`src/bpa_pkg.sv`:
```
// shared constants, codes and types of the bitmap page allocator
`timescale 1ns / 1ps
`default_nettype none

package bpa_pkg;

    // bitmap geometry
    localparam int PAGE_COUNT = 65536;
    localparam int WORD_BITS  = 64;
    localparam int WORD_COUNT = (PAGE_COUNT + WORD_BITS - 1) / WORD_BITS;
    localparam int BIT_W      = $clog2(WORD_BITS);
    localparam int WADDR_W    = (WORD_COUNT > 1) ? $clog2(WORD_COUNT) : 1;
    // page counter holds any page index and the page count itself
    localparam int PG_W       = WADDR_W + BIT_W + 1;

    // address layout
    localparam int ADDR_W     = 64;
    localparam int PAGE_SHIFT = 12;
    localparam int PFN_W      = ADDR_W - PAGE_SHIFT;
    localparam int OUT_ADDR_W = 28;
    localparam int CFG_IDX_W  = 2;

    localparam logic [ADDR_W-1:0]  LOW_LIMIT_RST  = 64'h0000_0000_0010_0000;
    localparam logic [PFN_W-1:0]   PAGE_COUNT_PFN = PFN_W'(PAGE_COUNT);
    localparam logic [PG_W-1:0]    PAGE_COUNT_PG  = PG_W'(PAGE_COUNT);
    localparam logic [PG_W-1:0]    WORD_STEP      = PG_W'(WORD_BITS);
    localparam logic [WADDR_W-1:0] LAST_WORD      = WADDR_W'(WORD_COUNT - 1);
    localparam logic [BIT_W-1:0]   LAST_BIT       = BIT_W'(WORD_BITS - 1);

    // configuration register indexes
    localparam logic [CFG_IDX_W-1:0] CFG_LOW_LIMIT    = 2'd0;
    localparam logic [CFG_IDX_W-1:0] CFG_KERNEL_START = 2'd1;
    localparam logic [CFG_IDX_W-1:0] CFG_KERNEL_END   = 2'd2;

    typedef enum logic [1:0] {
        CMD_ALLOC       = 2'd0,
        CMD_FREE_PAGE   = 2'd1,
        CMD_FREE_REGION = 2'd2,
        CMD_NONE        = 2'd3
    } t_cmd;

    typedef enum logic [1:0] {
        STAT_DONE   = 2'd0,
        STAT_OOM    = 2'd1,
        STAT_BEYOND = 2'd2
    } t_status;

    // operation of the shared bit unit
    typedef enum logic [1:0] {
        BIT_KEEP  = 2'd0,
        BIT_SET   = 2'd1,
        BIT_CLEAR = 2'd2
    } t_bit_fn;

    typedef struct packed {
        t_bit_fn          fn;
        logic [BIT_W-1:0] idx;
    } t_bit_ctl;

    typedef enum logic [3:0] {
        S_INIT,
        S_IDLE,
        S_DECODE,
        S_RANGE,
        S_A_RD,
        S_A_LOAD,
        S_A_BIT,
        S_W_RD,
        S_W_LOAD,
        S_W_BIT,
        S_WR,
        S_DONE
    } t_state;

endpackage

`default_nettype wire

```
`src/bpa_bit_unit.sv`:
```
// shared bit unit: tests one bit of a bitmap word and sets or clears it
`timescale 1ns / 1ps
`default_nettype none

module bpa_bit_unit (
    input  wire logic [bpa_pkg::WORD_BITS-1:0] i_word,
    input  wire bpa_pkg::t_bit_ctl             i_ctl,
    output logic                               o_bit,
    output logic      [bpa_pkg::WORD_BITS-1:0] o_word
);

    // select the addressed bit and form the modified word
    always_comb begin
        o_bit  = i_word[i_ctl.idx];
        o_word = i_word;
        unique case (i_ctl.fn)
            bpa_pkg::BIT_KEEP: begin
                o_word = i_word;
            end
            bpa_pkg::BIT_SET: begin
                o_word[i_ctl.idx] = 1'b1;
            end
            bpa_pkg::BIT_CLEAR: begin
                o_word[i_ctl.idx] = 1'b0;
            end
            default: begin
                o_word = i_word;
            end
        endcase
    end

endmodule

`default_nettype wire

```
`config.mk`:
```
export PLATFORM = sky130hd
export DESIGN_NAME = bpa_bit_unit
export DESIGN_NICKNAME = d
export VERILOG_FILES = /design/src/bpa_pkg.sv /design/src/bpa_bit_unit.sv
export SDC_FILE = /design/constraint.sdc
export NUM_CORES = 1
export LEC_CHECK = 0
export BUFFER_PORTS_ARGS = -buffer_cell sky130_fd_sc_hd__buf_2
export CORE_ASPECT_RATIO = 1.25
export CORE_MARGIN = 1.5
export CORE_UTILIZATION = 48
export DETAILED_ROUTE_END_ITERATION = 16
export GPL_ROUTABILITY_DRIVEN = 0
export PLACE_DENSITY = 0.91
export SLEW_MARGIN = 5
export SYNTH_ARGS = -nofsm -noshare
export SYNTH_HDL_FRONTEND = slang
export SYNTH_SLANG_ARGS = --single-unit
```
`constraint.sdc`:
```
create_clock -name vclk -period 2.78
set_input_delay 0 -clock vclk [all_inputs]
set_output_delay 0 -clock vclk [all_outputs]
set_load 0.005 [all_outputs]
```
After elaboration in Yosys (flattened, before gate mapping)

Index checks and enable logic that the tools add are counted.

Order comparisons: 2
Equality and inequality tests: 2
Muxes and demuxes: 5
Bitwise logic cells: 3
Reductions and logical operators: 1

Operators by type and width:

| cell                 | number |
|---|---|
| $pmux W64 S2         | 1 |
| $and A64 B64 Y64     | 1 |
| $not A64 Y64         | 1 |
| $or A64 B64 Y64      | 1 |
| $lt A6 B7 Y1 const B | 1 |
| $bmux W1 S6          | 1 |
| $demux W1 S6         | 1 |
| $ge A6 B1 Y1 const B | 1 |
| $eq A2 B1 Y1 const B | 1 |
| $eq A2 B2 Y1 const B | 1 |
| $mux W1              | 2 |
| $logic_and A1 B1 Y1  | 1 |

Register bits: 0
Bits of input ports: 72
Logic and storage cells: 13

Longest topological paths before layout

Gate-level depths: netlist (run 1).

Depth in word-level cells: 7
Depth in mapped cells: 6

Worst setup path before layout (run 1)

No wires, ideal clock.

Path type: in2out
From: in i_ctl[6] (netlist bit)
To: out o_word[0] (netlist bit)
Arrival time: 1.283 ns
Data required time: 2.780 ns
Path slack: 1.497 ns
Stages: 6
Cells stage by stage: inv_1 -> ha_1 -> buf_2 -> nor2_1 -> clkbuf_1 -> a21oi_1

Longest elaborated chain between the ends: 2
Elaborated cells on any way between the ends: 3

RTL lines:

| what                                         | line               | source |
|---|---|---|
| from (decl)                                  | bpa_bit_unit.sv:7  | `input wire bpa_pkg::t_bit_ctl i_ctl,` |
| $eq A2 B2 Y1 or $eq A2 B1 Y1 (tied branches) | bpa_bit_unit.sv:16 | `unique case (i_ctl.fn)` |
| $pmux W64 S2 (*)                             | bpa_bit_unit.sv:16 |  |
| to (decl)                                    | bpa_bit_unit.sv:9  | `output logic [bpa_pkg::WORD_BITS-1:0] o_word` |

Mark *: on every way between the ends. The rest lies on a longest branch, timed or not.

Final worst setup path (run 1)

From: in i_ctl[2] (netlist bit)
To: out o_word[44] (netlist bit)

Longest elaborated chain between the ends: 7
Elaborated cells on any way between the ends: 9

RTL lines:

| what                                                               | line |
|---|---|
| $lt A6 B7 Y1 (not written as such) or $ge A6 B1 Y1 (tied branches) | bpa_bit_unit.sv:21, bpa_bit_unit.sv:24 |
| $logic_and A1 B1 Y1 (not written as such)                          | bpa_bit_unit.sv:21, bpa_bit_unit.sv:24 |
| $mux W1 (not written as such)                                      | bpa_bit_unit.sv:21, bpa_bit_unit.sv:24 |
| $demux W1 S6 (*)                                                   | bpa_bit_unit.sv:21, bpa_bit_unit.sv:24 |
| $not A64 Y64 (no line)                                             | n/a |
| $and A64 B64 Y64 (no line)                                         | n/a |
| $pmux W64 S2 (*)                                                   | bpa_bit_unit.sv:16 |

Marked as above.

==> metrics.log, run 1 <==
INFO  metric die_area = 4590 µm²
INFO  metric dr_total_vias = 3143
INFO  metric final-seq-area = 0 µm²
INFO  metric grt_pass1_wl = 12400 µm
INFO  metric worstMarginPinSlew = 806 ps
INFO  metric cpLargestDelayFamily = simple AND/OR/NAND/NOR gates
INFO  metric final_area = 2600 µm²
INFO  metric crit_type = primary input to output pin
INFO  metric worst_case_hold_path_end_point = o_word[58]
INFO  metric end_kind = output pin
INFO  metric synth_top_cells_by_area = sky130_fd_sc_hd__a21oi_1 32%, sky130_fd_sc_hd__o21ai_1 11%, sky130_fd_sc_hd__mux4_2 10%
INFO  metric grt_remaining_overflow = 0
INFO  metric cp_data_required_time = 2780 ps
INFO  metric vdd_drop_max = 0.0733 mV
INFO  metric rel_slew_slack = 46.3%
INFO  metric via_per_inst = 6.70
INFO  metric yosysSeqAreaShare = 0%
INFO  metric initial_utilization = 49.4%
INFO  metric wl_per_cell = 18.4 µm
INFO  metric cts_setup_buffers = 0
INFO  metric floorplan.die.width = 60.9 µm
INFO  metric rsz0062_at_grt = no
INFO  metric fmax = 506 MHz
INFO  metric hold-path-cell-count = 4
INFO  metric timing.critical_path.slowest_stage_cell = sky130_fd_sc_hd__buf_2
INFO  metric path_cells = buf_2 -> or3b_1 -> nor2_4 -> a21oi_1 -> a21oi_1 -> buf_2
INFO  metric synth_area_leader_cell = sky130_fd_sc_hd__a21oi_1
INFO  metric grt.total_usage = 34.8%
INFO  metric dpl_cell_area = 2600 µm²
INFO  metric status = complete, no violations
INFO  metric finalCritPeriodShare = 71.1%
INFO  metric postLayoutCoreUtil = 63.9%
INFO  metric post-synth-top-area-fraction = 31.9%
INFO  metric setup_viol_count_final = 0
INFO  metric grt_busiest_layer = met2
INFO  metric maxSlewViolCount = 0
INFO  metric antenna_found_initial = 0
INFO  metric die_h = 75.3 µm
INFO  metric layout_min_cycle_time = 1980 ps
INFO  metric boundaryPins = 137
INFO  metric timing.hold.worst.start = i_word[58]
INFO  metric post_synthesis_net_count = 383
INFO  metric synth_area = 2010 µm²
INFO  metric drive_gt1_share = 40.7%
INFO  metric antenna_left = 0
INFO  metric antenna-diode-count = 0
INFO  metric setup_total_negative_slack = 0 ps
INFO  metric fin_cells = 469
INFO  metric timing.critical_path.arrival = 1980 ps
INFO  metric clkbuf_count = 0
INFO  metric power = 0.470 mW
INFO  metric synthesis.area_per_instance = 6.50 µm²
INFO  metric placement_rows = 26
INFO  metric synthCells = 309
INFO  metric drt_first_iter_violations = 649
INFO  metric met2_usage = 59.7%
INFO  metric seq_cell_count = 0
INFO  metric gr-usage-met3 = 3.23%
INFO  metric netlist-cell-type-count = 42
INFO  metric firstDrtPassIters = 5
INFO  metric detail_route.wirelength = 8630 µm
INFO  metric cellLeakagePower = 1.17 nW
INFO  metric power_density = 181 nW/µm²
INFO  metric core-area = 4070 µm²
INFO  metric max-cap-violations = 0
INFO  metric holdCritPathClass = primary input to output pin
INFO  metric place_inst = 469
INFO  metric startpoint_class_of_the_critical_path = primary input
INFO  metric p_r_area_growth_vs_syn = 29.3%
INFO  metric path_max_fanout = 30
INFO  metric final-hold-violation-count = 0
INFO  metric io_buffer_count = 137
INFO  metric pin_count_of_the_biggest_net_entering_global_routing = 65
INFO  metric grt_pass1_vias = 2663
INFO  metric final_nets = 489
INFO  metric cts_resized = 0
INFO  metric cts_hold_buffers = 0
INFO  metric synth-warning-count = 0
INFO  metric count_of_buffer_and_inverter_cells_on_the_critical_path = 2
INFO  metric post-route-drc-count = 0
INFO  metric detailed_place_hpwl = 5970 µm
INFO  metric slowest_delay = 610 ps
INFO  metric grtUsageMet1 = 45.2%
==> through the flow <==
| step | setup slack, ps | hold slack, ps |
|---|---|---|
| 2_1_floorplan | 1500 | 148 |
| 3_3_place_gp | 874 | 340 |
| 6_report | 803 | 337 |
| 4_1_cts | 851 | 334 |
| 3_5_place_dp | 848 | 328 |
| 5_1_grt | 701 | 364 |
==> cells in the mapped netlist, types with 2 or more instances <==
cell / count
sky130_fd_sc_hd__buf_6: 4
sky130_fd_sc_hd__nand3b_1: 3
sky130_fd_sc_hd__buf_2: 7
sky130_fd_sc_hd__ha_1: 2
sky130_fd_sc_hd__nand2_1: 2
sky130_fd_sc_hd__nor2_4: 4
sky130_fd_sc_hd__o21ai_1: 46
sky130_fd_sc_hd__or3_1: 2
sky130_fd_sc_hd__a22o_1: 2
sky130_fd_sc_hd__nor2_1: 2
sky130_fd_sc_hd__nor2_2: 4
sky130_fd_sc_hd__a211oi_1: 2
sky130_fd_sc_hd__mux4_2: 9
sky130_fd_sc_hd__o21ai_0: 18
sky130_fd_sc_hd__o221ai_1: 3
sky130_fd_sc_hd__mux2i_1: 13
sky130_fd_sc_hd__clkbuf_1: 19
sky130_fd_sc_hd__inv_1: 4
sky130_fd_sc_hd__or3b_1: 5
sky130_fd_sc_hd__buf_4: 5
sky130_fd_sc_hd__a21oi_1: 128
sky130_fd_sc_hd__nor3b_2: 3
sky130_fd_sc_hd__and3b_1: 2
sky130_fd_sc_hd__nand3b_2: 2
==> how the worst max path moves through the flow <==
stage	slack, ps	startpoint	to	cells after the start
2_1_floorplan	1500	i_ctl[6]	o_word[0]	6
3_3_place_gp	870	i_ctl[2]	o_bit	6
3_5_place_dp	850	i_ctl[2]	o_bit	6
4_1_cts	850	i_ctl[2]	o_bit	6
5_1_grt	700	i_ctl[2]	o_word[20]	6
6_report	800	i_ctl[2]	o_word[44]	6
==> cells in the final DEF (no fill, tap or decap), types with 2 or more instances in the layout <==
master	netlist	final
sky130_fd_sc_hd__a211oi_1	2	2
sky130_fd_sc_hd__a21oi_1	128	128
sky130_fd_sc_hd__a22o_1	2	2
sky130_fd_sc_hd__and3b_1	2	2
sky130_fd_sc_hd__buf_2	7	137
sky130_fd_sc_hd__buf_4	5	2
sky130_fd_sc_hd__ha_1	2	2
sky130_fd_sc_hd__inv_1	4	4
sky130_fd_sc_hd__mux2i_1	13	13
sky130_fd_sc_hd__mux4_2	9	9
sky130_fd_sc_hd__nand2_1	2	2
sky130_fd_sc_hd__nand3b_1	3	3
sky130_fd_sc_hd__nand3b_2	2	2
sky130_fd_sc_hd__nor2_2	4	4
sky130_fd_sc_hd__nor2_4	4	5
sky130_fd_sc_hd__nor3b_2	3	3
sky130_fd_sc_hd__o21ai_0	18	18
sky130_fd_sc_hd__o21ai_1	46	46
sky130_fd_sc_hd__o221ai_1	3	3
sky130_fd_sc_hd__or3_1	2	2
sky130_fd_sc_hd__or3b_1	5	5
==> layout make-up <==
type	instances	area, µm²
fill	400	1470
inverter	4	15.0
multi-input combinational	270	1810
tap	56	70.1
timing repair buffer	139	701
==> cell families after synthesis <==
logic type	count (synthesis)	synth area share, %
AOI/OAI and AO/OA	206	53.9
and+or+nand+nor	39	16.9
muxes	23	17.9
adders and majority gates	2	1.25
buffers and inverters	39	10.1
==> power breakdown <==
| group | internal, mW | switching (mW) | leakage (nW) |
|---|---|---|---|
| Clock | 0 | 0 | 0 |
| Combinational | 0.198 | 0.272 | 1.17 |
| Sequential | 0 | 0 | 0 |
| Total | 0.198 | 0.272 | 1.17 |
==> tightest hold or removal path, delay by kind of cell <==
family,cells,cell delay (ps)
buf+inv,2,210
compound gates,2,120
==> layer usage <==
layer  part of all wire [%]  up-vias
li1                       -     1413
met1                     36     1369
met2                     46      316
met3                     14       45
met4                    3.9        0
met5                      0        -
Note: power is estimated with default switching activity, not from simulation.
==> inputs of run 2 (changes only) <==
- CORE_UTILIZATION: 48 -> 44
- PLACE_DENSITY: 0.91 -> 0.84
- clock period: 2.78 -> 2 ns (I/O delays scaled with it)
==> run 2 against run 1 <==
  * Cell count increased by 2.6%
  * Critical endpoint is now o_bit
  * Final area increased by 3.5%
  * Critical path depth unchanged
  * Worst setup slack got worse by 540 ps
  * Via count increased by 1.8%
  * Non-clock buffer count increased by 10
  * Clock-buffer cell count unchanged
==> metrics.log, run 2 (synthesis results as in run 1) <==
INFO  metric finalCritPeriodShare = 87.1%
INFO  metric cp_data_required_time = 2000 ps (-780 ps)
INFO  metric power_density = 250 nW/µm² (+38%)
INFO  metric layout_common_cells = 137 x sky130_fd_sc_hd__buf_2, 128 x sky130_fd_sc_hd__a21oi_1, 46 x sky130_fd_sc_hd__o21ai_1
INFO  metric holdCritPathClass = primary input to output pin
INFO  metric path_max_fanout = 17 (-43%)
INFO  metric grt_pass1_vias = 2921 (+9.7%)
INFO  metric wl_per_cell = 18.2 µm (-0.97%)
INFO  metric die_area = 4980 µm² (+8.7%)
INFO  metric status = complete, no violations
INFO  metric max-cap-violations = 0 (unchanged)
INFO  metric final-seq-area = 0 µm² (unchanged)
INFO  metric grt.total_usage = 32.3% (-2.5 points)
INFO  metric grt_remaining_overflow = 0 (unchanged)
INFO  metric seqPwrFrac = 0% (unchanged)
INFO  metric initial_utilization = 45.8% (-3.7 points)
INFO  metric power_switching_share = 56.8% (-1.1 points)
INFO  metric path_cells = buf_2 -> mux4_1 -> a22o_1 -> a211oi_1 -> o22ai_1 -> buf_2
INFO  metric antenna_found_initial = 0 (unchanged)
INFO  metric crit_path_frequent_cell = sky130_fd_sc_hd__buf_2
INFO  metric timing.critical_path.slowest_stage_cell = sky130_fd_sc_hd__mux4_1
INFO  metric end_kind = output pin
INFO  metric switching_power = 0.381 mW (+40%)
INFO  metric cellLeakagePower = 1.22 nW (+4.4%)
INFO  metric rsz0062_at_grt = no
INFO  metric antenna-diode-count = 0 (unchanged)
INFO  metric detail_route.wirelength = 8770 µm (+1.6%)
INFO  metric setup_total_negative_slack = 0 ps (unchanged)
INFO  metric placement_rows = 27 (+3.8%)
INFO  metric antenna_left = 0 (unchanged)
INFO  metric firstDrtPassIters = 6 (+1)
INFO  metric drive_gt1_share = 42.1% (+1.4 points)
INFO  metric crit_type = primary input to output pin
INFO  metric final_area = 2690 µm² (+3.5%)
INFO  metric clkbuf_count = 0 (unchanged)
INFO  metric final_nets = 499 (+2.0%)
INFO  metric timing.critical_path.arrival = 1740 ps (-240 ps)
INFO  metric internal-power = 0.290 mW (+47%)
INFO  metric dr_total_vias = 3200 (+1.8%)
INFO  metric grt_pass1_wl = 13400 µm (+8.3%)
INFO  metric p_r_area_growth_vs_syn = 33.8%
INFO  metric final_common_cell = sky130_fd_sc_hd__buf_2
INFO  metric core-area = 4390 µm² (+8.0%)
INFO  metric dpl_cell_area = 2690 µm² (+3.5%)
INFO  metric cts_setup_buffers = 0 (unchanged)
INFO  metric floorplan.die.width = 63.4 µm (+4.2%)
INFO  metric fillerInstances = 443 (+11%)
INFO  metric startpoint_class_of_the_critical_path = primary input
INFO  metric layout_min_cycle_time = 1740 ps
INFO  metric post-route-drc-count = 0 (unchanged)
INFO  metric worstMarginPinSlew = 674 ps (-132 ps)
INFO  metric detailed_place_hpwl = 6280 µm (+5.2%)
INFO  metric final_critical_path_setup_slack = 259 ps (-544 ps)
INFO  metric cts_hold_buffers = 0 (unchanged)
INFO  metric seq_cell_count = 0 (unchanged)
INFO  metric final-hold-violation-count = 0 (unchanged)
INFO  metric io_buffer_count = 137 (unchanged)
INFO  metric rel_slew_slack = 55.1% (+8.8 points)
INFO  metric place_ws = 280 ps (-567 ps)
INFO  metric boundaryPins = 137 (unchanged)
INFO  metric via_per_inst = 6.65 (-0.73%)
INFO  metric setup_viol_count_final = 0 (unchanged)
INFO  metric vdd_drop_max = 0.101 mV (+38%)
INFO  metric postLayoutCoreUtil = 61.2% (-2.7 points)
INFO  metric power.share.clock = 0% (unchanged)
INFO  metric power_frac_comb = 100.0% (about the same)
INFO  metric maxSlewViolCount = 0 (unchanged)
INFO  metric die_h = 78.6 µm (+4.3%)
INFO  metric cts_resized = 0 (unchanged)
INFO  metric fmax = 574 MHz
INFO  metric drt_first_iter_violations = 470 (-28%)
INFO  metric slowest_delay = 620 ps (about the same)
INFO  metric pin_count_of_the_biggest_net_entering_global_routing = 65 (unchanged)
==> run 2: cell count changes in the layout (fill, tap and decap cells not counted), sizes merged <==
cell / change
buf: +10
==> run 2: per-stage QoR <==
stage          hold slack [ps]  std cells  total power [mW]
3_3_place_gp               333        481             0.644
4_1_cts                    334        481             0.656
3_5_place_dp               330        481             0.653
6_report                   332        481             0.672
2_1_floorplan              148        309             0.381
5_1_grt                    363        481             0.722
==> run 2: metal layers <==
metal	routed length [µm]	vias up	track usage, %	part of all wire, %
met1	3190	1448	41.5	36
li1	-	1433	-	-
met4	332	0	14.3	3.8
met5	0	-	0	0
met3	1030	38	2.87	12
met2	4210	281	54.5	48
==> run 2: worst paths after layout <==
check | end | slack (ps) | cells past startpoint | from
worst max-delay path | o_bit | 260 | 6 | i_ctl[2]
worst min-delay path | o_word[28] | 330 | 4 | i_word[28]
==> run 2: critical path: cells and delay by family <==
| family | cells | cell delay, ps |
|---|---|---|
| buffers and inverters | 2 | 510 |
| AOI/OAI and AO/OA | 3 | 610 |
| muxes | 1 | 620 |
==> run 2: area by class of cell <==
cell class	count	area [µm²]	area share (%)
inverters	4	15.0	0.558
multi-input cells	270	1810	67.4
well taps	58	72.6	2.70
repair buffers	149	788	29.3
==> run 2: power groups by stage <==
stage                     Sequential, mW  Clock, mW  Combinational, mW
final                                  0          0              0.672
after detailed placement               0          0              0.653
after floorplan                        0          0              0.381
after global placement                 0          0              0.644
after CTS                              0          0              0.656
after global routing                   0          0              0.722
